--- config.mk ---
export PLATFORM = sky130hd
export DESIGN_NAME = sorted_list_store_unit
export DESIGN_NICKNAME = d
export VERILOG_FILES = /design/src/rtl/core/slu_pkg.sv /design/src/rtl/core/sorted_list_store_unit.sv /design/src/rtl/core/slu_cell.sv
export VERILOG_INCLUDE_DIRS = /design/src /design/src/rtl/core
export SDC_FILE = /design/constraint.sdc
export NUM_CORES = 2
export LEC_CHECK = 0
export BUFFER_PORTS_ARGS = -buffer_cell sky130_fd_sc_hd__buf_2
export CORE_ASPECT_RATIO = 0.7
export CORE_UTILIZATION = 57
export CTS_CLUSTER_DIAMETER = 60
export DETAILED_ROUTE_END_ITERATION = 7
export PLACE_DENSITY = 0.76
export SLEW_MARGIN = 5
export SYNTH_ARGS = -nofsm -noshare
export SYNTH_HDL_FRONTEND = slang
export SYNTH_SLANG_ARGS = --single-unit
--- constraint.sdc ---
create_clock -name clk -period 5.4 [get_ports clk]
set_clock_uncertainty 0.15 [all_clocks]
set_input_delay 1.08 -clock clk [delete_from_list [all_inputs] [get_ports clk]]
set_output_delay 1.08 -clock clk [all_outputs]
set_load 0.005 [all_outputs]
--- src/rtl/core/sorted_list_store_unit_macros.svh ---
// Assertion macros for the sorted list store.
`ifndef SORTED_LIST_STORE_UNIT_MACROS_SVH
`define SORTED_LIST_STORE_UNIT_MACROS_SVH

// Checked only outside reset.
`define SLS_CHECK(lbl, prop, msg) \
  lbl: assert property (@(posedge clk) disable iff (rst) prop) else $error(msg);

// Checked at every edge, reset included.
`define SLS_CHECK_ALWAYS(lbl, prop, msg) \
  lbl: assert property (@(posedge clk) prop) else $error(msg);

`endif

--- src/rtl/core/slu_pkg.sv ---
// Package for the sorted list store: sizes, codes and the cell control bundle.
package slu_pkg;

  localparam int CAPACITY = 16;
  localparam int CNT_W    = $clog2(CAPACITY + 1);
  localparam int VAL_W    = 32;

  typedef enum logic [1:0] {
    OP_INSERT = 2'd0,
    OP_SEARCH = 2'd1,
    OP_DELETE = 2'd2,
    OP_POP    = 2'd3
  } op_t;

  typedef enum logic [1:0] {
    STAT_OK    = 2'd0,
    STAT_MISS  = 2'd1,
    STAT_FULL  = 2'd2,
    STAT_EMPTY = 2'd3
  } status_t;

  typedef enum logic [1:0] {
    SH_HOLD = 2'd0,
    SH_INS  = 2'd1,
    SH_DEL  = 2'd2,
    SH_POP  = 2'd3
  } shift_t;

  typedef enum logic [1:0] {
    ST_IDLE = 2'd0,
    ST_CMP  = 2'd1,
    ST_UPD  = 2'd2
  } state_t;

  typedef struct packed {
    logic               cmp;
    shift_t             shift;
    logic [VAL_W-1:0]   operand;
  } slu_ctrl_t;

endpackage

--- src/rtl/core/sorted_list_store_unit.sv ---
// Top level of the sorted list store: sequencer, count and a chain of cells.
//
//  channel | signals                                   | direction
//  --------+-------------------------------------------+----------
//  in      | in_valid, in_stall, operation, value      | into block
//  out     | out_valid, out_stall, status,             | out of block
//          | popped_value, entry_count                 |
//
// Each item passes through the steps accept, compare in every cell, then shift and
// load the result register. A new item is accepted only once the sequencer is
// back in idle. Reset clears the count and the sequencer; no clearing pass. A
// stalled result holds the shift step until the result is taken.
module sorted_list_store_unit (
  input  logic                                clk,
  input  logic                                rst,
  input  logic                                in_valid,
  output logic                                in_stall,
  input  logic [1:0]                          operation,
  input  logic signed [slu_pkg::VAL_W-1:0]    value,
  output logic                                out_valid,
  input  logic                                out_stall,
  output logic [1:0]                          status,
  output logic signed [slu_pkg::VAL_W-1:0]    popped_value,
  output logic [4:0]                          entry_count
);
  import slu_pkg::*;

  state_t                  state, state_next;
  op_t                     op_q;
  logic signed [VAL_W-1:0] val_q;
  logic [CNT_W-1:0]        count, count_next;

  logic [CAPACITY-1:0]     occ;
  logic [CAPACITY-1:0]     lt_vec;
  logic [CAPACITY-1:0]     eq_vec;
  logic signed [VAL_W-1:0] vals [CAPACITY];

  slu_ctrl_t               ctrl;
  shift_t                  shift_sel;
  status_t                 stat_sel;
  logic signed [VAL_W-1:0] pop_sel;
  logic                    hit, full, empty, fire, accept;

  assign accept   = in_valid && !in_stall;
  assign in_stall = (state != ST_IDLE);
  assign hit      = |eq_vec;
  assign full     = (count == CNT_W'(CAPACITY));
  assign empty    = (count == '0);
  assign fire     = (state == ST_UPD) && (!out_valid || !out_stall);

  always_comb begin
    shift_sel  = SH_HOLD;
    stat_sel   = STAT_OK;
    pop_sel    = '0;
    count_next = count;
    case (op_q)
      OP_INSERT: begin
        if (full) stat_sel = STAT_FULL;
        else begin
          shift_sel  = SH_INS;
          count_next = count + CNT_W'(1);
        end
      end
      OP_SEARCH: stat_sel = hit ? STAT_OK : STAT_MISS;
      OP_DELETE: begin
        if (hit) begin
          shift_sel  = SH_DEL;
          count_next = count - CNT_W'(1);
        end else stat_sel = STAT_MISS;
      end
      OP_POP: begin
        if (empty) stat_sel = STAT_EMPTY;
        else begin
          shift_sel  = SH_POP;
          pop_sel    = vals[0];
          count_next = count - CNT_W'(1);
        end
      end
      default: stat_sel = STAT_OK;
    endcase
  end

  always_comb begin
    state_next   = state;
    ctrl.cmp     = (state == ST_CMP);
    ctrl.shift   = fire ? shift_sel : SH_HOLD;
    ctrl.operand = val_q;
    case (state)
      ST_IDLE: if (in_valid) state_next = ST_CMP;
      ST_CMP:  state_next = ST_UPD;
      ST_UPD:  if (fire) state_next = ST_IDLE;
      default: state_next = ST_IDLE;
    endcase
  end

  always_ff @(posedge clk) begin
    if (rst) begin
      state     <= ST_IDLE;
      count     <= '0;
      out_valid <= 1'b0;
    end else begin
      state <= state_next;
      if (fire) begin
        count     <= count_next;
        out_valid <= 1'b1;
      end else if (!out_stall) begin
        out_valid <= 1'b0;
      end
    end
  end

  always_ff @(posedge clk) begin
    if (accept) begin
      op_q  <= op_t'(operation);
      val_q <= value;
    end
    if (fire) begin
      status       <= stat_sel;
      popped_value <= pop_sel;
      entry_count  <= 5'(count_next);
    end
  end

  for (genvar i = 0; i < CAPACITY; i++) begin : g_cell
    assign occ[i] = (CNT_W'(i) < count);
    slu_cell u_cell (
      .clk      (clk),
      .ctrl     (ctrl),
      .occ      (occ[i]),
      .prev_lt  ((i == 0) ? 1'b1 : lt_vec[(i == 0) ? 0 : i - 1]),
      .prev_val ((i == 0) ? val_q : vals[(i == 0) ? 0 : i - 1]),
      .next_val ((i == CAPACITY - 1) ? vals[i] : vals[(i == CAPACITY - 1) ? i : i + 1]),
      .val      (vals[i]),
      .lt       (lt_vec[i]),
      .eq       (eq_vec[i])
    );
  end

`include "sorted_list_store_unit_macros.svh"

  `SLS_CHECK(a_count_bound, count <= CNT_W'(CAPACITY), "count above capacity")
  `SLS_CHECK(a_count_only_on_update, count != $past(count) |-> $past(state == ST_UPD), "count moved outside update")
  `SLS_CHECK(a_full_means_capacity, out_valid && status == STAT_FULL |-> entry_count == 5'(CAPACITY), "full status with spare room")
  `SLS_CHECK_ALWAYS(a_no_accept_busy, state != ST_IDLE |-> in_stall, "input open while busy")

endmodule

--- src/rtl/core/slu_cell.sv ---
// One compare-and-shift cell of the sorted chain.
module slu_cell (
  input  logic                          clk,
  input  slu_pkg::slu_ctrl_t            ctrl,
  input  logic                          occ,
  input  logic                          prev_lt,
  input  logic signed [slu_pkg::VAL_W-1:0] prev_val,
  input  logic signed [slu_pkg::VAL_W-1:0] next_val,
  output logic signed [slu_pkg::VAL_W-1:0] val,
  output logic                          lt,
  output logic                          eq
);
  import slu_pkg::*;

  logic signed [VAL_W-1:0] val_next;

  always_comb begin
    val_next = val;
    case (ctrl.shift)
      SH_INS: begin
        if (!lt) begin
          if (prev_lt) val_next = $signed(ctrl.operand);
          else         val_next = prev_val;
        end
      end
      SH_DEL: begin
        if (!lt) val_next = next_val;
      end
      SH_POP: val_next = next_val;
      default: val_next = val;
    endcase
  end

  always_ff @(posedge clk) begin
    if (ctrl.cmp) begin
      lt <= occ && (val < $signed(ctrl.operand));
      eq <= occ && (val == $signed(ctrl.operand));
    end
    val <= val_next;
  end

endmodule
## Word level (Yosys, flattened, before mapping)

Index checks and enable logic that the tools add are counted.

- Register bits after elaboration: 625
- Output and inout port bits: 41
- Word-level logic and storage cells: 291

- Add/sub/neg operators: 2
- $lt $le $gt $ge: 32
- Equality and inequality tests: 58
- Multiplexer cells: 78
- Bitwise operators: 2
- Reductions and logical operators: 63

Operator list:

| kind | number |
|---|---|
| two-way mux 32 bit | 45 |
| case mux 32 bit (3 select lines) | 15 |
| equality test 32 bit | 16 |
| < comparator 32 bit | 16 |
| != test 2 bit (second input constant) | 32 |
| AND reduction 3 bit | 15 |
| < comparator 4 x 5 -> 1 bit (first input constant) | 8 |
| logical AND 1 bit | 34 |
| < comparator 3 x 5 -> 1 bit (first input constant) | 4 |
| case mux 2 bit (3 select lines) | 3 |
| OR reduction 16 bit | 1 |
| two-way mux 5 bit | 3 |
| case mux 5 bit (3 select lines) | 1 |
| two-way mux 2 bit | 7 |
| equality test 2 bit (second input constant) | 5 |
| < comparator 1 x 5 -> 1 bit (first input constant) | 2 |
| < comparator 2 x 5 -> 1 bit (first input constant) | 2 |
| equality test 2 x 1 -> 1 bit (second input constant) | 3 |
| adder 5 x 1 -> 5 bit (second input constant) | 1 |
| equality test 5 bit (second input constant) | 1 |
| zero test 5 bit | 1 |
| subtractor 5 x 1 -> 5 bit (second input constant) | 1 |
| zero test 2 bit | 2 |
| two-way mux 1 bit | 4 |
| 8 further kinds | 13 |

## Longest topological paths before layout

- Depth in word-level cells: 7
- Mapped depth: 12

## Hierarchy

A second synthesis with hierarchy kept.

- Cells, all modules: 4389
- Area, all modules: 44263.7 um2

Modules (own cells, without submodules):

| module | times used | cells an instance | area each (um2) | seq. area each (um2) |
|---|---|---|---|---|
| slu_cell (g_cell[0].u_cell ...) | 15 | 258 | 2552.4 | 1021.0 |
| sorted_list_store_unit | 1 | 259 | 3452.1 | 2352.3 |
| slu_cell (g_cell[15].u_cell) | 1 | 260 | 2524.9 | 1021.0 |

## Worst setup path before layout

No wires, ideal clock.

- Kind: input -> register
- From: input port out_stall
- To: register g_cell[15].u_cell.val[0] (netlist name), enable pin
- Library setup time: 0.502 ns
- Arrival time: 4.702 ns
- Slack: 0.047 ns
- Stages on the path: 5
- Buffers on the path: 0
- Cell sequence: nand2_1 -> nand2_1 -> nor2_1 -> inv_1 -> nor4_1

- Longest elaborated chain between the ends: 6

RTL lines:

| item | RTL line | source |
|---|---|---|
| start: declaration | sorted_list_store_unit.sv:21 | `input logic out_stall,` |
| zero test 1 bit | n/a |  |
| logical OR 1 bit | sorted_list_store_unit.sv:49 | `assign fire = (state == ST_UPD) && (!out_valid \|\| !out_stall);` |
| logical AND 1 bit | sorted_list_store_unit.sv:49 |  |
| two-way mux 2 bit | sorted_list_store_unit.sv:86 | `ctrl.shift = fire ? shift_sel : SH_HOLD;` |
| equality test 2 x 1 -> 1 bit | slu_cell.sv:19 | `case (ctrl.shift)` |
| AND reduction 2 bit (no source line) | n/a |  |
| end signal: assignment | slu_cell.sv:39 | `val <= val_next;` |
| end: declaration | slu_cell.sv:9 | `output logic signed [slu_pkg::VAL_W-1:0] val,` |

No other way between the ends.
A chain may end at the register's enable or synchronous reset.

## Worst setup path after layout

- From: register val_q[22]
- To: register g_cell[7].u_cell.lt, data pin

- Longest elaborated chain between the ends: 2

RTL lines:

| item | RTL line | source |
|---|---|---|
| start: declaration | sorted_list_store_unit.sv:30 | `logic signed [VAL_W-1:0] val_q;` |
| start signal: assignment | sorted_list_store_unit.sv:115 | `val_q <= value;` |
| < comparator 32 bit | slu_cell.sv:36 | `lt <= occ && (val < $signed(ctrl.operand));` |
| logical AND 1 bit | slu_cell.sv:36 |  |
| end signal: assignment | slu_cell.sv:36 |  |
| end: declaration | slu_cell.sv:10 | `output logic lt,` |

No other way between the ends.

==> results.py <==
metrics = {
    "final_layout": {
        "area_growth_pct": 7.90,
        "diodes": 0,
        "finalInstanceArea_um2": 44900,
        "final_nets": 4347,
        "final_cells": 4803,
        "utilization_pct": 62.5,
        "layout-drive-gt1-share_pct": 10.6,
        "nFillCells": 5633,
    },
    "routing": {
        "drt_iter0_markers": 4009,
        "antenna_left": 0,
        "detail_route.vias_per_cell": 6.55,
        "vias": 31500,
        "routed_wl_mm": 115,
        "drc": 0,
        "drt_first_pass_iters": 6,
        "post_drt_wl_per_cell_um": 24.0,
    },
    "logic_synthesis": {
        "synth_top_area_cell": "edfxtp_1",
        "async_reset_ff_share_pct": 0,
        "synth_area_per_cell_um2": 11.0,
        "synth_nets": 4362,
        "synth-edff-count": 617,
        "synth_area_leaders": "edfxtp_1 44%, ha_1 16%, mux2i_1 11%",
        "netlist_area_um2": 41600,
        "synthCells": 3803,
        "synthFlopType": "edfxtp_1",
        "ys.warnings.count": 0,
        "synth_top_area_share_pct": 44.5,
        "yosys.cell_types.count": 59,
        "synth-seq-cells": 625,
        "yosysSeqAreaShare_pct": 44.9,
    },
    "placement": {
        "place_area_um2": 42900,
        "portBuffers": 78,
        "dp_worst_setup_slack_ns": 1.19,
        "placed_cells": 4692,
        "post-dp-hpwl_mm": 83.1,
        "gp_routability_congestion": 0.927,
    },
    "critical_path": {
        "rr_endpoint": "g_cell[7].u_cell.lt",
        "r2r_cells": 7,
        "crit_fanout": 17,
        "worstSetupPathType": "register to register",
        "worstSetupEndpoint": "g_cell[7].u_cell.lt",
        "crit_start": "val_q[22]",
        "cp-start-kind": "register",
        "worstPathArrival_ns": 4.62,
        "worstPathRequired_ns": 5.65,
        "end_kind": "register",
        "r2r_slack_ns": 1.03,
        "r2r-start": "val_q[22]",
    },
    "clock_tree": {
        "ctsResizeCount": 0,
        "tritoncts": "built",
        "insertion_delay_ns": 0.66,
        "cts_max_path_buffers": 3,
        "root_buffer": "clkbuf_16",
        "cts_made_buffers": 60,
        "clkTransAtPathRegs_ns": 0.07,
        "post_cts_buffers": 0,
        "cts_max_level": 2,
        "cts_hold_buf": 0,
        "clock-sinks": 625,
    },
    "floorplan": {
        "start_util_pct": 57.9,
        "die_w_um": 325,
        "die-area_um2": 74200,
        "die_h_um": 228,
        "io_pins": 79,
        "fp-row-count": 82,
        "core_um2": 71900,
    },
    "power": {
        "total_power_mw": 11.6,
        "power_density_nw_per_um2": 259,
        "sw_frac_of_total_pct": 25.5,
        "p_leak_nw": 18.4,
        "combPwrFrac_pct": 12.1,
        "power_frac_clock_pct": 40.0,
        "seq_power_share_pct": 47.9,
        "p_int_mw": 8.66,
        "p_sw_mw": 2.96,
        "ir_drop_mv": 0.282,
    },
    "timing": {
        "period_needed_ns": 4.37,
        "drv_slew": 0,
        "finalCritPeriodShare_pct": 80.9,
        "whs_ns": 0.349,
        "worst_slew_pin_slew_ns": 1.24,
        "setup_ws_ns": 1.03,
        "setup_viol_count_final": 0,
        "final.setup.tns_ns": 0,
        "fmax_mhz": 229,
        "slew_headroom_pct": 17.4,
        "hold_viol": 0,
        "rsz0062_at_grt": "false",
    },
    "min_path": {
        "hp-class": "register to register",
    },
    "global_routing": {
        "grt_max_degree": 166,
        "grt_overflow": 0,
        "grt_pass1_vias": 30000,
        "antenna_found_initial": 3,
        "grt_usage_pct": 30.3,
        "grt_pass1_wl_mm": 176,
    },
    "run_status": {
        "status": "complete, no violations",
    },
    "flow_run": {
        "maxCapViolations": 0,
    },
}
-- cell usage after synthesis, drive strengths merged, types with 60 or more instances --
master / n
nand4: 90
clkbuf: 130
mux2i: 453
inv: 70
nand2: 104
ha: 521
o21ai: 60
nor2: 505
edfxtp: 617
mux2: 69
a21oi: 658
nand3: 61
buf: 109
-- cells in the final DEF (no fill, tap or decap), types with 7 or more instances in the layout --
master	synthesis	routed
and2_1	33	33
edfxtp_1	617	617
nor3_1	16	15
a211oi_1	7	7
nand2b_1	8	8
clkbuf_16	0	61
and3_1	7	7
a21oi_2	50	50
a21boi_0	20	20
inv_1	70	69
buf_2	38	78
nor2b_1	21	20
nand2_1	104	103
or3_1	8	8
clkbuf_1	129	11
a221oi_1	21	21
buf_4	31	75
nand3_1	61	61
nor4_1	21	20
o31a_1	7	7
nand4_1	90	90
a21o_1	48	48
dfxtp_1	8	8
o21a_1	13	13
and4_1	24	24
mux2i_1	453	453
o21ai_0	60	60
buf_12	0	9
a21oi_4	0	15
nor2_1	505	504
o211ai_1	22	22
ha_1	521	521
a221o_1	10	10
a21oi_1	608	593
clkinv_2	0	14
bufinv_16	0	11
a31oi_1	8	8
mux2_2	69	69
-- cells by family after synthesis --
family / count (synthesis) / share of synthesized area (%)
AO/OA/AOI/OAI: 903 / 12.6
XOR/XNOR: 2 / 0.0421
adder cells (fa/ha/maj): 521 / 15.7
buffers and inverters: 309 / 3.85
flip-flops: 625 / 44.9
multiplexers: 522 / 12.8
AND/OR/NAND/NOR: 921 / 10.2
-- critical path, stage by stage, from the launching register on --
cell      delay [ns]
edfxtp_1        0.78
inv_1           0.58
ha_1            0.49
nand4_1         0.16
nor4_1          1.00
o311ai_0        0.39
nand4b_1        0.23
mux2_2          0.34
-- layout make-up --
type / count / area (µm²) / area share [%]
multi-input cells: 2869 / 21600 / 48.0
clock buffers: 77 / 1640 / 3.64
clock inverters: 34 / 445 / 0.991
well taps: 966 / 1210 / 2.69
flip-flops and latches: 625 / 18700 / 41.6
inverters: 70 / 263 / 0.585
repair buffers: 162 / 1130 / 2.52
-- sequential cells by signal, summed over array words and instances, names as in the netlist --
signal,cells
count,5
val_q,32
g_cell.u_cell.eq,16
entry_count,5
status,2
popped_value,32
out_valid,1
state,2
g_cell.u_cell.val,512
op_q,2
g_cell.u_cell.lt,16
-- routing by layer --
metal  vias up  share of wire, %  track usage [%]  wire length [µm]
li1      14400                 -                -                 -
met3       167                11             5.37             12800
met4         4               1.7             6.66              2000
met1     15300                46             47.5             52600
met2      1647                42             43.1             47800
met5         -             0.023                0                27
-- power groups by stage --
| stage | clock, mW | combinational, mW | sequential (mW) |
|---|---|---|---|
| 2_1_floorplan | 0 | 1.01 | 5.60 |
| 3_3_place_gp | 0 | 1.31 | 5.67 |
| 3_5_place_dp | 0 | 1.37 | 5.67 |
| 4_1_cts | 4.66 | 1.38 | 5.57 |
| 5_1_grt | 4.82 | 1.54 | 5.58 |
| 6_report | 4.65 | 1.41 | 5.57 |
-- how the worst min path moves through the flow --
stage,start,slack (ns),depth (start not counted),to
2_1_floorplan,state[1],0.32,2,out_valid
3_3_place_gp,out_valid,0.33,2,out_valid
3_5_place_dp,out_valid,0.34,2,out_valid
4_1_cts,out_valid,0.35,2,out_valid
5_1_grt,out_valid,0.39,2,out_valid
6_report,out_valid,0.35,2,out_valid
No activity file was read; power rests on OpenSTA's default activity.
